<file path="src/sv/rbap_pkg.sv">
`timescale 1ns / 1ps
// ----------------------------------------------------------------------------
// rbap_pkg: shared constants and types
// Frame geometry, request codes and the memory request struct.
// ----------------------------------------------------------------------------
package rbap_pkg;

  localparam int FRM_COLS     = 128;
  localparam int FRM_ROWS     = 128;
  localparam int MAX_TILE     = 16;
  localparam int COL_W        = $clog2(FRM_COLS);
  localparam int ROW_W        = $clog2(FRM_ROWS);
  localparam int ADDR_W       = COL_W + ROW_W;
  localparam int CNT_W        = $clog2(MAX_TILE * MAX_TILE + 1);
  localparam int SUM_W        = 8 + CNT_W;
  localparam logic [4:0] TILE_SIZE_RESET = 5'd15;

  localparam logic [1:0] REQ_WRITE = 2'd0;
  localparam logic [1:0] REQ_READ  = 2'd1;
  localparam logic [1:0] REQ_PIX   = 2'd2;
  localparam logic [1:0] REQ_NONE  = 2'd3;

  // memory access request from sequencer
  typedef struct packed {
    logic              rd;
    logic              wr;
    logic [ADDR_W-1:0] addr;
    logic [23:0]       wdata;
  } mem_req_t;

endpackage

</file>
<file path="src/sv/rbap_divider.sv">
`timescale 1ns / 1ps
// ----------------------------------------------------------------------------
// rbap_divider: shared restoring divider
// One quotient bit per cycle, used in turn for each color channel.
// ----------------------------------------------------------------------------
module rbap_divider (
  input  logic                       clk,
  input  logic                       rst,
  input  logic                       start,
  input  logic [rbap_pkg::SUM_W-1:0] dividend,
  input  logic [rbap_pkg::CNT_W-1:0] divisor,
  output logic                       done,
  output logic [7:0]                 quotient
);

  localparam int STEP_W = $clog2(rbap_pkg::SUM_W + 1);

  logic [rbap_pkg::SUM_W-1:0] quo;
  logic [rbap_pkg::CNT_W:0]   rem;
  logic [rbap_pkg::CNT_W-1:0] dvs;
  logic [STEP_W-1:0]          steps;
  logic                       busy;
  logic [rbap_pkg::CNT_W:0]   trial;

  always_comb begin
    trial = {rem[rbap_pkg::CNT_W-1:0], quo[rbap_pkg::SUM_W-1]};
  end

  always_ff @(posedge clk) begin
    if (rst) begin
      busy <= 1'b0;
      done <= 1'b0;
      steps <= '0;
    end else begin
      done <= 1'b0;
      if (start) begin
        busy <= 1'b1;
        quo <= dividend;
        rem <= '0;
        dvs <= divisor;
        steps <= STEP_W'(rbap_pkg::SUM_W);
      end else if (busy) begin
        if (trial >= {1'b0, dvs}) begin
          rem <= trial - {1'b0, dvs};
          quo <= {quo[rbap_pkg::SUM_W-2:0], 1'b1};
        end else begin
          rem <= trial;
          quo <= {quo[rbap_pkg::SUM_W-2:0], 1'b0};
        end
        steps <= steps - 1'b1;
        if (steps == STEP_W'(1)) begin
          busy <= 1'b0;
          done <= 1'b1;
        end
      end
    end
  end

  assign quotient = quo[7:0];

endmodule

</file>
<file path="config.mk">
export PLATFORM = sky130hd
export DESIGN_NAME = rbap_divider
export DESIGN_NICKNAME = d
export VERILOG_FILES = /design/src/sv/rbap_pkg.sv /design/src/sv/rbap_divider.sv
export SDC_FILE = /design/constraint.sdc
export NUM_CORES = 1
export LEC_CHECK = 0
export BUFFER_PORTS_ARGS = -buffer_cell sky130_fd_sc_hd__buf_4
export CORE_ASPECT_RATIO = 0.9
export CORE_MARGIN = 4
export CORE_UTILIZATION = 56
export CTS_CLUSTER_DIAMETER = 200
export DETAILED_ROUTE_END_ITERATION = 12
export HOLD_SLACK_MARGIN = 0.03
export PLACE_DENSITY_LB_ADDON = 0.08
export SYNTH_ARGS = -nofsm -noshare
export SYNTH_HDL_FRONTEND = slang
export SYNTH_SLANG_ARGS = --single-unit
</file>
<file path="constraint.sdc">
create_clock -name clk -period 2.68 [get_ports clk]
set_input_delay 0.268 -clock clk [delete_from_list [all_inputs] [get_ports clk]]
set_output_delay 0.268 -clock clk [all_outputs]
set_load 0.02 [all_outputs]
</file>
==> results.md, run 1 <==
Hold path:
- The class of the most critical hold timing path is in2reg.
- The worst hold path endpoint is dvs[6]$_DFFE_PP_.
- The start point of the worst hold path is divisor[6].
- Counting instances, the worst hold path has a depth of 1.

Clock tree:
- The count of clock tree sinks is 42.
- The number of buffers on the longest clock path is 2.
- TritonCTS built the clock tree.
- Buffers inserted during clock tree synthesis total 5.
- After clock tree synthesis, the setup repair step added 0 buffers.
- The number of buffers inserted by hold repair at cts is 0.
- The H-tree level count is 2.
- The post-cts gate resize count is 0.
- The clock latency on the worst-skew pair is between 0.2 and 0.3 ns.
- The cell sitting at the root of the clock tree is a sky130_fd_sc_hd__clkbuf_8.
- The clock transition at the registers of the reported paths is approximately 0.090 ns.

Die:
- The height of the die is between 60 and 70 um.
- The total core area is approximately 3800 um2.
- The die is roughly 75 um wide.
- The number of standard-cell rows in the floorplan is 21.
- The starting density of the core is 59.8%.
- The floorplan die area is roughly 5200 um2.
- In this run the count of I/O pins placed on the die edge is 38.

Timing:
- The highest attainable clock frequency is ~390 MHz.
- The final worst-path cycle share is 95.8%.
- The minimum period implied by the final worst setup slack is 2.57 ns.
- The total negative slack for setup checks is 0 ns.
- The worst slew slack as a fraction of its limit is roughly two thirds.
- The slew of the pin with the lowest slew margin is 0.508 ns.
- The minimum hold slack is ~0.15 ns.
- Setup repair after global routing left no endpoint under its margin.
- Between clock sinks in the finished design, the worst skew comes to about 0.0078 ns.
- The total of endpoints with negative setup slack in the final report is 0.
- The number of hold-slack violations in the final timing report is 0.
- The max-slew violation count is 0.

GRT:
- Summed over all layers, the global routing overflow is 0.
- Entering global routing, the biggest net connects 32 pins.
- The number of antenna violations at the first check in global routing is 0.
- The total global routing track utilization is between 10% and 20%.
- The via count of the first global-routing pass is ~1.6k.
- The first global-routing pass estimated roughly 7300 um of wire.

Logic synthesis:
- Synthesis handed over a netlist of roughly 190 instances.
- The synthesized area divided by synthesized cell count is between 10 and 15 um2.
- After synthesis, flip-flops and latches occupy 52.3% of the total area.
- The most used flip-flop cell after synthesis is sky130_fd_sc_hd__edfxtp_1.
- The post-synthesis register bit count is 42.
- For this run, asynchronously set or reset flops after synthesis account for 0%.
- The number of enable flip-flop cells after synthesis is 35.
- The synthesized netlist net count is 232.
- The number of different library cells in the post-synthesis netlist is 42.
- The number of warnings printed during yosys synthesis is 0.
- Summing every instance area after synthesis gives around 2300 um2.

Placement:
- The sum of net half-perimeters after detailed placement is ~3200 um.
- Port buffering added 37 buffers.
- The routability congestion estimate from global placement is 0.849.

Critical path:
- The end of the worst register-to-register path is rem[3]$_SDFFCE_PP0P_.
- The worst path required time is about 2.7 ns.
- The maximum net fanout on the critical path is 5.
- The worst-case register-to-register setup slack is 0.11 ns.
- Counting cells, the worst reg-to-reg path comes to 9.
- The launch instance of the worst register-to-register path is quo[16]$_DFFE_PP_.
- The classification of the worst setup path is reg2reg.
- Data on the critical path arrives at its endpoint at approximately 2.6 ns.
- The kind of launch point of the worst setup path is a register.
- The worst setup path is captured at a register.

Pwr:
- The leakage component of the power is ~1.1 nW.
- The power per standard cell area is roughly 620 nW/um2.
- The worst-case IR drop observed on VDD is roughly 420 uV.

Routing:
- The number of remaining DRC errors is 0.
- The routed via count is between 1.5k and 2k.
- Dividing the detail-routed via count by the number of cells gives ~5.7.
- The average wire length per cell after detail routing is roughly 16 um.
- The total iterations of the first detailed-routing run is 5.
- The final wirelength is ~4300 um.
- In this run the remaining antenna-violating nets after routing total 0.
- The violation count after the first detailed-routing iteration is between 90 and 100.

Final layout:
- The net count of the finished layout is roughly 270.
- The most common cell after layout, fill and taps aside is sky130_fd_sc_hd__buf_4.
- In the layout the commonest cells are sky130_fd_sc_hd__buf_4, sky130_fd_sc_hd__edfxtp_1, sky130_fd_sc_hd__mux2_2.
- The number of diodes is 0.
- The layout filler cell count is 291.
- Relative to the synthesized area, the layout overhead comes to 17.2%.
- Cells with a size suffix above 1 make up a little over a third of the layout.

Status:
- The flow ran to the end, and the final reports show no timing, DRC or antenna violations.

Job:
- Max-cap violations in this run came to 0.
==> cell families (layout without fill, tap and decap cells) <==
logic type      after synthesis  after routing  synth area share, %
fa+ha+maj                    12             12                 6.92
mux                          17             17                 8.41
xor+xnor                      7              7                 2.69
compound gates               43             43                 13.2
flops                        42             42                 52.3
buf+inv                      28             62                 6.26
simple gates                 42             42                 10.2
==> critical path: stages, from the launching register on <==
cell	delay, ns
sky130_fd_sc_hd__edfxtp_1	0.39
sky130_fd_sc_hd__inv_1	0.07
sky130_fd_sc_hd__ha_1	0.15
sky130_fd_sc_hd__inv_1	0.06
sky130_fd_sc_hd__fa_1	0.43
sky130_fd_sc_hd__a211oi_2	0.38
sky130_fd_sc_hd__o21ai_0	0.17
sky130_fd_sc_hd__a211oi_2	0.40
sky130_fd_sc_hd__or3b_2	0.19
sky130_fd_sc_hd__a21oi_1	0.06
==> synthesized netlist by cell type, types with 4 or more instances <==
cell,number,share of area [%]
sky130_fd_sc_hd__edfxtp_1,35,46
sky130_fd_sc_hd__mux2_2,17,8.4
sky130_fd_sc_hd__a21oi_1,16,3.5
sky130_fd_sc_hd__inv_1,14,2.3
sky130_fd_sc_hd__nor2_1,14,2.3
sky130_fd_sc_hd__ha_1,11,6.0
sky130_fd_sc_hd__nand2_1,10,1.6
sky130_fd_sc_hd__buf_4,8,2.6
sky130_fd_sc_hd__dfxtp_1,7,6.2
sky130_fd_sc_hd__o21ai_0,6,1.3
sky130_fd_sc_hd__xnor2_1,5,1.9
sky130_fd_sc_hd__nor3_1,4,0.88
==> power breakdown <==
part           leakage (nW)  total, mW  switching, mW  internal (mW)
Clock                0.0567      0.471          0.229          0.242
Combinational         0.624      0.385          0.210          0.174
Sequential            0.391      0.797         0.0264          0.771
==> routing by layer <==
metal | part of all wire [%] | GRT usage [%] | up-vias
met2 | 48 | 30.9 | 54
met3 | 6.2 | 4.78 | 6
met5 | 0 | 0 | -
met1 | 45 | 24.7 | 724
met4 | 0.93 | 6.11 | 0
li1 | - | - | 760
==> metrics by stage <==
| step | instances | instance area (um2) | setup WS, ns | utilization, % | power [mW] |
|---|---|---|---|---|---|
| 4_1_cts | 271 | 2660 | 0.0563 | 69.7 | 1.65 |
| 3_3_place_gp | 263 | 2550 | 0.171 | 66.9 | 1.17 |
| 6_report | 271 | 2670 | 0.113 | 70.0 | 1.65 |
| 2_1_floorplan | 191 | 2280 | 0.342 | - | 1.09 |
| 3_5_place_dp | 263 | 2550 | 0.0727 | 66.9 | 1.18 |
| 5_1_grt | 271 | 2670 | 0.00346 | 70.0 | 1.73 |
==> flip-flops by register name, indices dropped and copies added (netlist names) <==
signal,flops
dvs,9
busy,1
steps,5
quo,17
rem,9
done,1
==> how the worst max path moves through the flow <==
| stage | startpoint | to | slack [ns] | cells past startpoint |
|---|---|---|---|---|
| after detailed placement | quo[16]$_DFFE_PP_ | quo[0]$_DFFE_PP_ | 0.07 | 8 |
| after global routing | quo[16]$_DFFE_PP_ | rem[3]$_SDFFCE_PP0P_ | 0.003 | 9 |
| after CTS | quo[16]$_DFFE_PP_ | quo[0]$_DFFE_PP_ | 0.06 | 8 |
| final | quo[16]$_DFFE_PP_ | rem[3]$_SDFFCE_PP0P_ | 0.11 | 9 |
| after global placement | quo[16]$_DFFE_PP_ | quo[0]$_DFFE_PP_ | 0.17 | 8 |
| after floorplan | quo[16]$_DFFE_PP_ | quo[0]$_DFFE_PP_ | 0.34 | 9 |
==> final cells by class <==
type | count | area, um2 | share of cell area [%]
clock buffers | 6 | 93.8 | 3.52
flip-flops and latches | 42 | 1190 | 44.6
inverters | 14 | 52.6 | 1.97
multi-input cells | 121 | 960 | 36.0
clock inverters | 2 | 13.8 | 0.516
repair buffers | 40 | 300 | 11.3
well taps | 46 | 57.6 | 2.16
No activity file was read; power rests on OpenSTA's default activity.
==> inputs of run 2 (changes only) <==
CELL_PAD_IN_SITES_DETAIL_PLACEMENT = 1   (was unset)
CELL_PAD_IN_SITES_GLOBAL_PLACEMENT = 1   (was unset)
CORE_UTILIZATION = 44   (was 56)
clock period = 2.59 ns   (was 2.68 ns; I/O delays follow)
==> results.md, run 2 (synthesized netlist as in run 1, its figures left out) <==
Pwr:
- The combinational group share of total power is 25.7%.
- The leakage component of the power is 1.06 nW.
- For this design the ratio of total power to cell area is between 600 and 700 nW/um2.
- In this run the power spent charging and discharging nets is around 470 uW.
- The switching part of the total power is between 20% and 30%.
- The total power after layout is 1.64 mW.
- Sequential cells burn 50.5% of the power.
- The portion of total power attributed to the clock network is a little under a quarter.
- The worst voltage drop across the vdd grid is approximately 330 uV.
- The internal power of the cells totals roughly 1.2 mW.

GRT:
- The global-route wire length before repair is between 8000 and 9000 um.
- The largest net degree at the start of global routing is 32.
- The via count of the first global-routing pass is 1,754.
- The number of antenna violations at the first check in global routing is 0.
- The overflow left after global routing is 0.
- The total global routing track utilization is between 10% and 20%.

Final layout:
- The cell area after layout is roughly 2700 um2.
- The area growth from synthesis to final layout is 17.5%.
- The register with the most flip-flops in the layout has 17 of them.
- The number of non-filler instances in the completed layout is around 290.
- The final layout contains between 200 and 300 nets.
- The layout filler cell count is between 500 and 600.
- Leaving out fill and tap cells, the most frequent cells in the layout are sky130_fd_sc_hd__buf_4, sky130_fd_sc_hd__edfxtp_1, sky130_fd_sc_hd__mux2_2.
- The register with the highest flop count is quo.
- In the final layout, the registers with the most flip-flops are quo x17, dvs x9, rem x9.
- The post-route netlist has between 30% and 40% of its cells at a drive strength greater than 1.
- The repair_antennas step left the layout with diodes totalling 0.
- The most common cell after layout, fill and taps aside is sky130_fd_sc_hd__buf_4.

Timing:
- The worst slew slack as a fraction of its limit is ~58%.
- The final worst-path cycle share is between 90 and 100%.
- Setup repair after global routing left no endpoint under its margin.
- The smallest clock period supported by the final layout is computed as 2.42 ns.
- The max-slew violation count came to 0.
- The number of hold-slack violations in the final timing report is 0.
- The highest attainable clock frequency is a little over 400 MHz.
- The total negative slack for setup checks is 0 ns.
- Setup violations remaining at the end of the flow were counted as 0.
- The final critical-path setup slack is roughly 0.17 ns.
- The clock arrives with between 0.006 and 0.007 ns of skew.
- For the pin with the worst max-slew slack, the measured transition is between 0.6 and 0.7 ns.

Clock tree:
- The TritonCTS clock tree is done.
- In this run, post-CTS hold repair placed 0 buffers.
- In this run the clock root is driven by a sky130_fd_sc_hd__clkbuf_8.
- The H-tree level count is 2.
- The number of clock buffers added by TritonCTS is 5.
- The clock drives 42 sinks.
- After clock tree synthesis, the clock-pin slew on the worst setup and hold paths is about 0.08 ns.
- Clock latency on the worst-skew pair, taken at its later pin, is 0.29 ns.
- The number of buffers on the longest clock path is 2.
- After clock tree synthesis, the setup repair step added 0 buffers.

Placement:
- After detailed placement, the design holds a cell count of 284.
- Routability-driven placement finished with a final weighted congestion of 0.847.
- Timing analysis after detailed placement gives a worst setup slack of 0.0124 ns.
- The count of buffers added on input and output ports is 37.
- Summing all placed instances gives a cell area of ~2600 um2.
- The sum of net half-perimeters after detailed placement is 4000 um.

Routing:
- The routed design has roughly 5200 um of wire.
- The number of remaining DRC errors is 0.
- Dividing the detail-routed via count by the number of cells gives about 5.3.
- Detailed routing inserted a total of 1,556 vias.
- The pre-antenna-repair detailed-routing pass consisted of 4 iterations.
- After detailed routing, the average wire length per cell comes to 17.8 um.
- In this run the remaining antenna-violating nets after routing total 0.
- In this run, the number of DRC markers left after iteration 0 of detailed routing was between 70 and 80.

Die:
- The overall die width is 83.8 um.
- The floorplan die area is 6390 um2.
- The starting density of the core is between 40% and 50%.
- The number of standard-cell rows in the floorplan is 24.
- The height of the die is about 76 um.
- In this run the standard cell core region covers 4920 um2.
- 38 I/O pins were placed.

Critical path:
- The largest single stage delay on the critical path is approximately 0.43 ns.
- Walking the worst path, the cells encountered are inv_1 > ha_1 > inv_1 > fa_1 > a211oi_2 > o21ai_0 > a211oi_2 > buf_4 > nand2_1 > a21oi_1.
- Of all nets on the critical path, the largest fanout is 3.
- The sort of element at the end of the critical path is a register.
- The critical path is of the reg2reg type.
- The critical-path cell with the highest stage delay is sky130_fd_sc_hd__fa_1.
- The worst path required time is ~2.7 ns.
- Data on the critical path arrives at its endpoint at between 2 and 3 ns.
- The kind of launch point of the worst setup path is a register.

Hold path:
- The class of the most critical hold timing path is in2reg.

Status:
- The flow ran to the end, and the final reports show no timing, DRC or antenna violations.

Job:
- Max-cap violations in this run came to 0.
run 2: worst max-delay path, delay by kind of cell, from the launching register on:
kind	cells	cell delay (ns)
AO/OA/AOI/OAI	4	0.91
AND/OR/NAND/NOR	1	0.07
flip-flops	1	0.39
buffers and inverters	3	0.30
adder cells (fa/ha/maj)	2	0.60
run 2: timing repair:
action | in CTS | in global routing
gates resized for setup | 0 | 2
setup endpoints to repair | 0 | 9
endpoints found under the hold margin | 0 | 0
run 2: worst paths after layout:
kind / startpoint / to / slack (ns) / cells after the start
worst max register to register: quo[16]$_DFFE_PP_ / rem[4]$_SDFFCE_PP0P_ / 0.17 / 10
worst min-delay path: divisor[6] / dvs[6]$_DFFE_PP_ / 0.14 / 1
worst max-delay path: quo[16]$_DFFE_PP_ / rem[4]$_SDFFCE_PP0P_ / 0.17 / 10
worst min register to register: steps[1]$_SDFFE_PP0P_ / steps[1]$_SDFFE_PP0P_ / 0.54 / 2
run 2: metrics by stage:
step,hold WS (ns),utilization [%]
after floorplan,0.358,-
after global placement,0.437,52.5
after detailed placement,0.438,52.5
after CTS,0.129,54.1
after global routing,0.124,54.3
final,0.139,54.3
run 2: cell type report:
class                           instances  area [um2]  area share, %
Clock buffer                            7        76.3           2.85
Inverter                               14        52.6           1.96
Multi-Input combinational cell        121         960           35.9
Sequential cell                        42        1190           44.5
Tap cell                               65        81.3           3.04
Timing Repair Buffer                   42         315           11.8
run 2: power by group through the flow:
stage | Clock [mW] | Combinational [mW] | Sequential (mW)
2_1_floorplan | 0 | 0.299 | 0.831
3_3_place_gp | 0 | 0.388 | 0.841
3_5_place_dp | 0 | 0.414 | 0.843
4_1_cts | 0.408 | 0.417 | 0.828
5_1_grt | 0.438 | 0.466 | 0.836
6_report | 0.390 | 0.422 | 0.828
run 2: layer usage:
metal | track usage (%) | share of wire, % | up-vias
met5 | 0 | 0 | -
met4 | 4.98 | 1.1 | 0
met3 | 4.32 | 5.1 | 6
met2 | 30.7 | 51 | 34
met1 | 21.4 | 43 | 755
li1 | - | - | 761
